--- src/design/pfuv_pkg.sv ---
// Package for the planar face UV projection block.
// Holds the beat types, the plane codes and the sequencer states.
// No dependencies.
`timescale 1ns / 1ps
`default_nettype none

package pfuv_pkg;

   // Fixed field widths of the interface.
   localparam int COORD_WIDTH = 24;
   localparam int SCALE_WIDTH = 24;
   localparam int TEX_WIDTH   = 32;

   // Texture scale after reset, 1.0 with eight fraction bits.
   localparam logic [SCALE_WIDTH-1:0] SCALE_RESET = 24'd256;

   // Projection plane codes. Code 3 never arises and reads as XY.
   typedef enum logic [1:0] {
      PLANE_XY = 2'd0,
      PLANE_YZ = 2'd1,
      PLANE_XZ = 2'd2
   } plane_type;

   // One vertex beat on the request channel.
   typedef struct packed {
      logic signed [COORD_WIDTH-1:0] pos_x;
      logic signed [COORD_WIDTH-1:0] pos_y;
      logic signed [COORD_WIDTH-1:0] pos_z;
      logic                          face_start;
      logic                          face_end;
   } vertex_type;

   // One UV beat on the response channel.
   typedef struct packed {
      logic signed [TEX_WIDTH-1:0] tex_u;
      logic signed [TEX_WIDTH-1:0] tex_v;
      logic                        saturated;
      logic                        run_last;
   } result_type;

   // Sequencer states.
   typedef enum logic [3:0] {
      ST_IDLE,
      ST_DIFF,
      ST_CROSS,
      ST_ABS,
      ST_PICK,
      ST_SETUP,
      ST_DIV_U,
      ST_FIN_U,
      ST_DIV_V,
      ST_FIN_V,
      ST_OUT
   } pfuv_state_type;

endpackage

`default_nettype wire

--- src/design/planar_face_uv_projection_top.sv ---
// Top level of the planar face UV projection block.
// Depends on pfuv_pkg for the beat types, plane codes and states.
// Holds the sequencer, the shared multiplier and the shared restoring divider.
`timescale 1ns / 1ps
`default_nettype none

// Vertices of a face arrive one per request beat; the block takes one vertex at a
// time and drops req_stall only while idle. A vertex that releases no UV leaves the
// block idle. Both coordinates of each UV result go one after the other through a
// single restoring divider that retires one quotient bit per cycle, and a finished
// result is held while rsp_stall is high. On the third vertex of a face, one shared
// multiplier forms the six partial products of the face normal, and the block then
// releases three results. The texture scale register is always ready and should be
// written only while the block is idle.
module planar_face_uv_projection_top
   import pfuv_pkg::*;
#(
   parameter int COORD_FRACTION_BITS = 8
) (
   input  wire logic                   clock,
   input  wire logic                   reset,
   input  wire logic                   req_valid,
   output logic                        req_stall,
   input  wire vertex_type             req_data,
   output logic                        rsp_valid,
   input  wire logic                   rsp_stall,
   output result_type                  rsp_data,
   input  wire logic                   csr_valid,
   output logic                        csr_ready,
   input  wire logic [SCALE_WIDTH-1:0] csr_data
);

   // Dividend width, compare width for saturation and bit counter width.
   localparam int DW   = COORD_WIDTH + COORD_FRACTION_BITS;
   localparam int QX   = (DW > TEX_WIDTH + 1) ? DW : TEX_WIDTH + 1;
   localparam int CW   = $clog2(DW);
   localparam int DIFW = COORD_WIDTH + 1;
   localparam int PRW  = 2 * DIFW;
   localparam int NW   = PRW + 1;

   localparam logic [QX-1:0] NEG_LIM = QX'({1'b1, {(TEX_WIDTH-1){1'b0}}});
   localparam logic [QX-1:0] POS_LIM = QX'({1'b0, {(TEX_WIDTH-1){1'b1}}});

   typedef struct packed {
      logic signed [COORD_WIDTH-1:0] x;
      logic signed [COORD_WIDTH-1:0] y;
      logic signed [COORD_WIDTH-1:0] z;
   } pos_type;

   function automatic logic signed [DIFW-1:0] sext_d(input logic signed [COORD_WIDTH-1:0] c);
      return {c[COORD_WIDTH-1], c};
   endfunction

   pfuv_state_type state_ff, state_in;
   logic [SCALE_WIDTH-1:0] scale_ff, scale_in;
   pos_type v0_ff, v0_in, v1_ff, v1_in, cur_ff, cur_in;
   logic [1:0] seen_ff, seen_in;
   plane_type plane_ff, plane_in;
   logic [1:0] nres_ff, nres_in;
   logic [1:0] ridx_ff, ridx_in;
   logic first_cur_ff, first_cur_in;
   logic signed [DIFW-1:0] a_ff [3];
   logic signed [DIFW-1:0] a_in [3];
   logic signed [DIFW-1:0] b_ff [3];
   logic signed [DIFW-1:0] b_in [3];
   logic [2:0] cstep_ff, cstep_in;
   logic signed [PRW-1:0] prod_ff, prod_in;
   logic signed [NW-1:0] nrm_ff [3];
   logic signed [NW-1:0] nrm_in [3];
   logic [NW-1:0] nabs_ff [3];
   logic [NW-1:0] nabs_in [3];
   logic neg_u_ff, neg_u_in, neg_v_ff, neg_v_in;
   logic [COORD_WIDTH-1:0] magv_ff, magv_in;
   logic [SCALE_WIDTH-1:0] rem_ff, rem_in;
   logic [DW-1:0] quo_ff, quo_in;
   logic [CW-1:0] cnt_ff, cnt_in;
   logic signed [TEX_WIDTH-1:0] tex_u_ff, tex_u_in, tex_v_ff, tex_v_in;
   logic sat_ff, sat_in;

   // Helper signals shared by the next-state and datapath logic.
   logic [1:0] seen_eff;
   logic [1:0] acc_nres;
   logic run_last;
   pos_type sel_pos;
   logic signed [DIFW-1:0] du, dv;
   logic [DIFW-1:0] du_abs, dv_abs;
   logic signed [DIFW-1:0] mul_a, mul_b;
   logic [SCALE_WIDTH-1:0] div_val;
   logic [SCALE_WIDTH:0] r_ext, r_new;
   logic r_ge;
   logic [QX-1:0] qx;
   logic [TEX_WIDTH-1:0] tq;
   logic fin_neg, fin_over;
   logic signed [TEX_WIDTH-1:0] fin_val;

   // Configuration port takes a write in any cycle.
   assign csr_ready = 1'b1;

   // Vertex position within the face and the number of results it releases.
   always_comb begin
      seen_eff = req_data.face_start ? 2'd0 : seen_ff;
      unique case (seen_eff)
         2'd0: acc_nres = req_data.face_end ? 2'd1 : 2'd0;
         2'd1: acc_nres = req_data.face_end ? 2'd2 : 2'd0;
         2'd2: acc_nres = 2'd3;
         2'd3: acc_nres = 2'd1;
      endcase
   end

   assign run_last = (ridx_ff == (nres_ff - 2'd1));

   // Vertex of the current result and its offsets on the chosen plane.
   always_comb begin
      unique case (ridx_ff)
         2'd0:    sel_pos = first_cur_ff ? cur_ff : v0_ff;
         2'd1:    sel_pos = v1_ff;
         default: sel_pos = cur_ff;
      endcase
      unique case (plane_ff)
         PLANE_YZ: begin
            du = sext_d(sel_pos.y) - sext_d(v0_ff.y);
            dv = sext_d(sel_pos.z) - sext_d(v0_ff.z);
         end
         PLANE_XZ: begin
            du = sext_d(sel_pos.x) - sext_d(v0_ff.x);
            dv = sext_d(sel_pos.z) - sext_d(v0_ff.z);
         end
         default: begin
            du = sext_d(sel_pos.x) - sext_d(v0_ff.x);
            dv = sext_d(sel_pos.y) - sext_d(v0_ff.y);
         end
      endcase
      du_abs = du[DIFW-1] ? DIFW'(-du) : DIFW'(du);
      dv_abs = dv[DIFW-1] ? DIFW'(-dv) : DIFW'(dv);
   end

   // Operand selection for the shared multiplier over the six normal products.
   always_comb begin
      unique case (cstep_ff)
         3'd0:    begin mul_a = a_ff[1]; mul_b = b_ff[2]; end
         3'd1:    begin mul_a = a_ff[2]; mul_b = b_ff[1]; end
         3'd2:    begin mul_a = a_ff[2]; mul_b = b_ff[0]; end
         3'd3:    begin mul_a = a_ff[0]; mul_b = b_ff[2]; end
         3'd4:    begin mul_a = a_ff[0]; mul_b = b_ff[1]; end
         3'd5:    begin mul_a = a_ff[1]; mul_b = b_ff[0]; end
         default: begin mul_a = a_ff[0]; mul_b = b_ff[0]; end
      endcase
   end

   // One restoring divider step; a zero scale is taken as one LSB.
   always_comb begin
      div_val = (scale_ff == '0) ? SCALE_WIDTH'(1) : scale_ff;
      r_ext   = {rem_ff, quo_ff[DW-1]};
      r_ge    = (r_ext >= {1'b0, div_val});
      r_new   = r_ge ? (r_ext - {1'b0, div_val}) : r_ext;
   end

   // Sign and saturation of a finished quotient.
   always_comb begin
      fin_neg = (state_ff == ST_FIN_V) ? neg_v_ff : neg_u_ff;
      qx      = QX'(quo_ff);
      tq      = qx[TEX_WIDTH-1:0];
      if (fin_neg) begin
         fin_over = (qx > NEG_LIM);
         fin_val  = fin_over ? signed'(NEG_LIM[TEX_WIDTH-1:0]) : signed'(-tq);
      end else begin
         fin_over = (qx > POS_LIM);
         fin_val  = fin_over ? signed'(POS_LIM[TEX_WIDTH-1:0]) : signed'(tq);
      end
   end

   // Next state of the sequencer.
   always_comb begin
      state_in = state_ff;
      unique case (state_ff)
         ST_IDLE: begin
            if (req_valid) begin
               if (seen_eff == 2'd2) begin
                  state_in = ST_DIFF;
               end else if (acc_nres != 2'd0) begin
                  state_in = ST_SETUP;
               end
            end
         end
         ST_DIFF:  state_in = ST_CROSS;
         ST_CROSS: begin
            if (cstep_ff == 3'd6) begin
               state_in = ST_ABS;
            end
         end
         ST_ABS:   state_in = ST_PICK;
         ST_PICK:  state_in = ST_SETUP;
         ST_SETUP: state_in = ST_DIV_U;
         ST_DIV_U: begin
            if (cnt_ff == '0) begin
               state_in = ST_FIN_U;
            end
         end
         ST_FIN_U: state_in = ST_DIV_V;
         ST_DIV_V: begin
            if (cnt_ff == '0) begin
               state_in = ST_FIN_V;
            end
         end
         ST_FIN_V: state_in = ST_OUT;
         ST_OUT: begin
            if (!rsp_stall) begin
               state_in = run_last ? ST_IDLE : ST_SETUP;
            end
         end
         default:  state_in = ST_IDLE;
      endcase
   end

   // Datapath and bookkeeping updates for each state.
   always_comb begin
      scale_in     = csr_valid ? csr_data : scale_ff;
      v0_in        = v0_ff;
      v1_in        = v1_ff;
      cur_in       = cur_ff;
      seen_in      = seen_ff;
      plane_in     = plane_ff;
      nres_in      = nres_ff;
      ridx_in      = ridx_ff;
      first_cur_in = first_cur_ff;
      a_in         = a_ff;
      b_in         = b_ff;
      cstep_in     = cstep_ff;
      prod_in      = prod_ff;
      nrm_in       = nrm_ff;
      nabs_in      = nabs_ff;
      neg_u_in     = neg_u_ff;
      neg_v_in     = neg_v_ff;
      magv_in      = magv_ff;
      rem_in       = rem_ff;
      quo_in       = quo_ff;
      cnt_in       = cnt_ff;
      tex_u_in     = tex_u_ff;
      tex_v_in     = tex_v_ff;
      sat_in       = sat_ff;
      unique case (state_ff)
         ST_IDLE: begin
            if (req_valid) begin
               cur_in       = '{x: req_data.pos_x, y: req_data.pos_y, z: req_data.pos_z};
               nres_in      = acc_nres;
               ridx_in      = 2'd0;
               cstep_in     = 3'd0;
               first_cur_in = (seen_eff == 2'd3);
               unique case (seen_eff)
                  2'd0: begin
                     v0_in    = '{x: req_data.pos_x, y: req_data.pos_y, z: req_data.pos_z};
                     plane_in = PLANE_XY;
                     seen_in  = 2'd1;
                  end
                  2'd1: begin
                     v1_in    = '{x: req_data.pos_x, y: req_data.pos_y, z: req_data.pos_z};
                     plane_in = PLANE_XY;
                     seen_in  = 2'd2;
                  end
                  2'd2:    seen_in = 2'd3;
                  2'd3:    seen_in = 2'd3;
               endcase
               if (req_data.face_end) begin
                  seen_in = 2'd0;
               end
            end
         end
         ST_DIFF: begin
            // Edge vectors from the first vertex.
            a_in[0] = sext_d(v1_ff.x) - sext_d(v0_ff.x);
            a_in[1] = sext_d(v1_ff.y) - sext_d(v0_ff.y);
            a_in[2] = sext_d(v1_ff.z) - sext_d(v0_ff.z);
            b_in[0] = sext_d(cur_ff.x) - sext_d(v0_ff.x);
            b_in[1] = sext_d(cur_ff.y) - sext_d(v0_ff.y);
            b_in[2] = sext_d(cur_ff.z) - sext_d(v0_ff.z);
         end
         ST_CROSS: begin
            // Multiply one pair per cycle and fold the previous product in.
            prod_in  = mul_a * mul_b;
            cstep_in = cstep_ff + 3'd1;
            unique case (cstep_ff)
               3'd1:    nrm_in[0] = NW'(prod_ff);
               3'd2:    nrm_in[0] = nrm_ff[0] - NW'(prod_ff);
               3'd3:    nrm_in[1] = NW'(prod_ff);
               3'd4:    nrm_in[1] = nrm_ff[1] - NW'(prod_ff);
               3'd5:    nrm_in[2] = NW'(prod_ff);
               3'd6:    nrm_in[2] = nrm_ff[2] - NW'(prod_ff);
               default: nrm_in    = nrm_ff;
            endcase
         end
         ST_ABS: begin
            for (int i = 0; i < 3; i++) begin
               nabs_in[i] = nrm_ff[i][NW-1] ? NW'(-nrm_ff[i]) : NW'(nrm_ff[i]);
            end
         end
         ST_PICK: begin
            // Z wins ties, then X over Y.
            if ((nabs_ff[2] >= nabs_ff[0]) && (nabs_ff[2] >= nabs_ff[1])) begin
               plane_in = PLANE_XY;
            end else if (nabs_ff[0] >= nabs_ff[1]) begin
               plane_in = PLANE_YZ;
            end else begin
               plane_in = PLANE_XZ;
            end
         end
         ST_SETUP: begin
            neg_u_in = du[DIFW-1];
            neg_v_in = dv[DIFW-1];
            magv_in  = dv_abs[COORD_WIDTH-1:0];
            quo_in   = DW'(du_abs[COORD_WIDTH-1:0]) << COORD_FRACTION_BITS;
            rem_in   = '0;
            cnt_in   = CW'(DW - 1);
         end
         ST_DIV_U, ST_DIV_V: begin
            rem_in = r_new[SCALE_WIDTH-1:0];
            quo_in = {quo_ff[DW-2:0], r_ge};
            cnt_in = cnt_ff - CW'(1);
         end
         ST_FIN_U: begin
            tex_u_in = fin_val;
            sat_in   = fin_over;
            quo_in   = DW'(magv_ff) << COORD_FRACTION_BITS;
            rem_in   = '0;
            cnt_in   = CW'(DW - 1);
         end
         ST_FIN_V: begin
            tex_v_in = fin_val;
            sat_in   = sat_ff | fin_over;
         end
         ST_OUT: begin
            if (!rsp_stall && !run_last) begin
               ridx_in = ridx_ff + 2'd1;
            end
         end
         default: begin
            cnt_in = cnt_ff;
         end
      endcase
   end

   // Registers; control state is reset, payload is not.
   always_ff @(posedge clock) begin
      if (reset) begin
         state_ff <= ST_IDLE;
         scale_ff <= SCALE_RESET;
         seen_ff  <= 2'd0;
         plane_ff <= PLANE_XY;
         nres_ff  <= 2'd0;
         ridx_ff  <= 2'd0;
         cstep_ff <= 3'd0;
      end else begin
         state_ff <= state_in;
         scale_ff <= scale_in;
         seen_ff  <= seen_in;
         plane_ff <= plane_in;
         nres_ff  <= nres_in;
         ridx_ff  <= ridx_in;
         cstep_ff <= cstep_in;
      end
      v0_ff        <= v0_in;
      v1_ff        <= v1_in;
      cur_ff       <= cur_in;
      first_cur_ff <= first_cur_in;
      a_ff         <= a_in;
      b_ff         <= b_in;
      prod_ff      <= prod_in;
      nrm_ff       <= nrm_in;
      nabs_ff      <= nabs_in;
      neg_u_ff     <= neg_u_in;
      neg_v_ff     <= neg_v_in;
      magv_ff      <= magv_in;
      rem_ff       <= rem_in;
      quo_ff       <= quo_in;
      cnt_ff       <= cnt_in;
      tex_u_ff     <= tex_u_in;
      tex_v_ff     <= tex_v_in;
      sat_ff       <= sat_in;
   end

   // Channel outputs.
   always_comb begin
      req_stall          = (state_ff != ST_IDLE);
      rsp_valid          = (state_ff == ST_OUT);
      rsp_data.tex_u     = tex_u_ff;
      rsp_data.tex_v     = tex_v_ff;
      rsp_data.saturated = sat_ff;
      rsp_data.run_last  = run_last;
   end

endmodule

`default_nettype wire

--- config.mk ---
export PLATFORM = sky130hd
export DESIGN_NAME = planar_face_uv_projection_top
export DESIGN_NICKNAME = d
export VERILOG_FILES = /design/src/design/pfuv_pkg.sv /design/src/design/planar_face_uv_projection_top.sv
export SDC_FILE = /design/constraint.sdc
export NUM_CORES = 2
export LEC_CHECK = 0
export ABC_AREA = 0
export CAP_MARGIN = 20
export CORE_ASPECT_RATIO = 0.9
export CORE_MARGIN = 10
export CORE_UTILIZATION = 60
export DETAILED_ROUTE_END_ITERATION = 8
export DONT_BUFFER_PORTS = 1
export GPL_ROUTABILITY_DRIVEN = 0
export HOLD_SLACK_MARGIN = 0.15
export PLACE_DENSITY = 0.83
export SYNTH_ARGS = -nofsm -noshare
export SYNTH_HDL_FRONTEND = slang
export SYNTH_SLANG_ARGS = --single-unit
--- constraint.sdc ---
create_clock -name clock -period 13.4 [get_ports clock]
set_clock_uncertainty 0.1 [all_clocks]
set_input_delay 2.68 -clock clock [delete_from_list [all_inputs] [get_ports clock]]
set_output_delay 2.68 -clock clock [all_outputs]
set_load 0.02 [all_outputs]
==> metrics.md <==
| Metric | Value |
|---|---|
| Initial Utilization | 60.2% |
| Largest net degree at the start of global routing | 92 |
| Core Util, Final | 64.1% |
| Number of port buffers | 0 |
| CTS tree | built |
| Hold Path Depth | 2 |
| Worst setup EP type | flop |
| Longest Clk Path Bufs | 3 |
| Final critical-path setup slack | 2.68 ns |
| Vias | 65.9k |
| Relative slew slack | 20.2% |
| CTS Sinks | 914 |
| First-pass DRT Iterations | 7 |
| Async SR Flop Fraction | 0% |
| Setup Fix Bufs, Post-CTS | 0 |
| Hold_buf cts | 0 |
| CP max FO | 25 |
| CP Launch Type | flop |
| Post-synthesis cell area | 82600 um2 |
| DIE AREA | 153000 um2 |
| Height of the chip | 372 um |
| CP max stage delay | 0.95 ns |
| H-tree depth | 3 |
| Slew Viols, Final | 0 |
| Worst slack, placed | 3.00 ns |
| Detail Placement HPWL | 182000 um |
| CTS resizes | 0 |
| Post-Syn Nets | 9968 |
| WS Path Type | flop to flop |
| CTS clk-pin slew, worst paths | 0.06 ns |
| Routed WL | 234000 um |
| Start point of the critical path | cstep_ff[0] |
| Reg2reg start | cstep_ff[0] |
| Hold WC Path Type | flop to flop |
| Max Freq | 93.3 MHz |
| Final-report setup violation count | 0 |
| Area grow syn2layout | 6.45% |
| EDFF count, synth | 875 |
| Slew @ Worst Pin | 1.20 ns |
| Drt drc | 0 |
| CTS root buf | clkbuf_16 |
| Synthesized area per cell | 9.73 um2 |
| Min Tclk post-route | 10.72 ns |
| Clk_lat worst skew | 0.75 ns |
| Antenna Nets Post-Route | 0 |
| Placed Instances | 10.1k |
| Final #Nets | 9873 |
| R2R Setup Slk | 2.68 ns |
| Yosys reg bits | 914 |
| Final hold vios | 0 |
| Grt ovf | 0 |
| Top_reg_cell synth | edfxtp_1 |
| Cells after Synth | 8495 |
| Initial drt markers | 8696 |
| Core Area | 137000 um2 |
| Horiz. Die Dim | 411 um |
| Total Routing Usage GR | 30.0% |
| Hold_sp | scale_ff[0] |
| Sequential area share after synthesis | 32.7% |
| Final period util | 80.0% |
| Initial antenna violation count | 6 |
| Outcome | complete, no violations |
| Ports | 172 |
| CTS buffer count | 96 |
| Required @ worst endpoint | 13.78 ns |
| R2r worst-path depth | 35 |
| Slowest cell on crit path | a21o_1 |
| Wire per inst | 22.7 um |
| CP Capture Point | prod_ff[48] |
| Post-route insts no fill | 10.3k |
| Row cnt | 129 |
| Number of distinct library cells after synthesis | 92 |
| Max Cap Viol | 0 |
| Vias in the first global route | 65.3k |
| Total negative slack | 0 ns |
| Fraction of layout cells with a size suffix above 1 | 4.12% |
| Ys Warns | 0 |
| R2r endpoint | prod_ff[48] |
| RSZ-0062 raised after global routing | false |
| First-pass GRT wire length | 364000 um |
| Worst Path Arrival | 11.10 ns |
| Vias per cell | 6.38 |
## placed cells by master (no fill, tap or decap), drive strengths merged, types with 26 or more instances in the layout
cell    netlist  routed
a211oi       55      55
a21boi       27      27
a21o        235     235
a21oi       436     436
a22oi       141     141
a31oi        43      43
and2         38      38
and3         40      40
buf          21      86
clkbuf      258     114
clkinv        2      31
dfxtp        39      39
edfxtp      875     875
fa          671     671
ha          699     699
inv        1045    1056
mux2i        62      62
nand2       907     907
nand2b      110     110
nand3        75      75
nand4        55      55
nor2        727     727
nor2b        85      85
nor3         97      97
o211ai       32      32
o21a         94      94
o21ai       553     553
o21bai       42      42
o31ai        71      71
o41ai        34      34
or2          26      26
or3          54      54
or4          44      44
xnor2       406     406
xor2        146     146
## layout make-up
type / count / area [um2]
antenna: 9 / 22.5
clock buffer: 114 / 2500
clock inverter: 60 / 707
fill: 10300 / 49200
inverter: 1047 / 3930
multi-input combinational: 6255 / 50700
sequential: 914 / 27100
tap: 1834 / 2290
timing repair buffer: 86 / 697
## routing by layer
| layer | global-route usage (%) | vias up | part of all wire (%) |
|---|---|---|---|
| li1 | - | 29100 | - |
| met1 | 38.6 | 31300 | 37 |
| met2 | 45.9 | 4473 | 44 |
| met3 | 9.64 | 885 | 14 |
| met4 | 14.2 | 4 | 5.6 |
| met5 | 0 | - | 0.0098 |
## per-stage QoR
stage | hold WS [ns] | area (um2)
2_1_floorplan | 0.349 | 82600
3_3_place_gp | 0.378 | 84600
3_5_place_dp | 0.381 | 84700
4_1_cts | 0.395 | 87900
5_1_grt | 0.448 | 88000
6_report | 0.392 | 88000
## sequential cells by signal (all words and copies together), names as in the netlist, 2 cells and up
name,flops
nabs_ff,153
seen_ff,2
ridx_ff,2
rem_ff,24
prod_ff,50
b_ff,75
plane_ff,2
cstep_ff,3
quo_ff,32
scale_ff,24
v1_ff,72
nres_ff,2
state_ff,4
tex_u_ff,32
tex_v_ff,32
cur_ff,72
v0_ff,72
magv_ff,24
a_ff,75
cnt_ff,5
nrm_ff,153
## synth_stat cells, types with 42 or more instances
master,number,share of area [%]
fa_1,671,16
a31oi_1,43,0.33
nor2_1,726,3.3
xor2_1,146,1.5
edfxtp_1,875,32
a211oi_1,55,0.50
a21o_1,235,2.1
o21bai_1,42,0.38
a21oi_1,436,2.6
nand2_1,907,4.1
nor2b_1,85,0.64
a22oi_1,141,1.3
o21ai_0,542,3.3
ha_1,699,11
nor3_1,95,0.58
xnor2_1,406,4.3
or3_1,49,0.37
o31ai_1,71,0.65
inv_1,1045,4.7
nand2b_1,108,0.82
nand3_1,74,0.45
clkbuf_1,258,1.2
mux2i_1,62,0.75
nand4_1,55,0.42
o21a_1,94,0.85
## worst min path at each step
stage / end / slack, ns
CTS: scale_ff[0] / 0.40
global placement: plane_ff[1] / 0.38
floorplan: plane_ff[0] / 0.35
finish: scale_ff[0] / 0.39
global route: nres_ff[1] / 0.45
detailed placement: scale_ff[0] / 0.38
## cell families (layout without fill, tap and decap cells)
group / count (synthesis) / after routing / synth area share [%]
other: 1 / 10 / 0.00454
flip-flops: 914 / 914 / 32.7
AND/OR/NAND/NOR: 2319 / 2319 / 12.6
adder cells (fa/ha/maj): 1370 / 1370 / 26.8
XOR/XNOR: 552 / 552 / 5.85
AO/OA/AOI/OAI: 1941 / 1941 / 15.0
multiplexers: 72 / 72 / 0.887
buffers and inverters: 1326 / 1307 / 6.06
## worst max-delay path, delay by kind of cell, from the launching register on
kind	cells	cell delay, ns
flip-flops	1	0.53
XOR/XNOR	1	0.08
adder cells (fa/ha/maj)	9	4.23
buffers and inverters	8	0.72
AND/OR/NAND/NOR	3	0.66
AO/OA/AOI/OAI	14	4.09
Power is left out: the tool's default activity adds up to more than one toggle a clock period on the data nets, which glitch-free logic cannot reach.
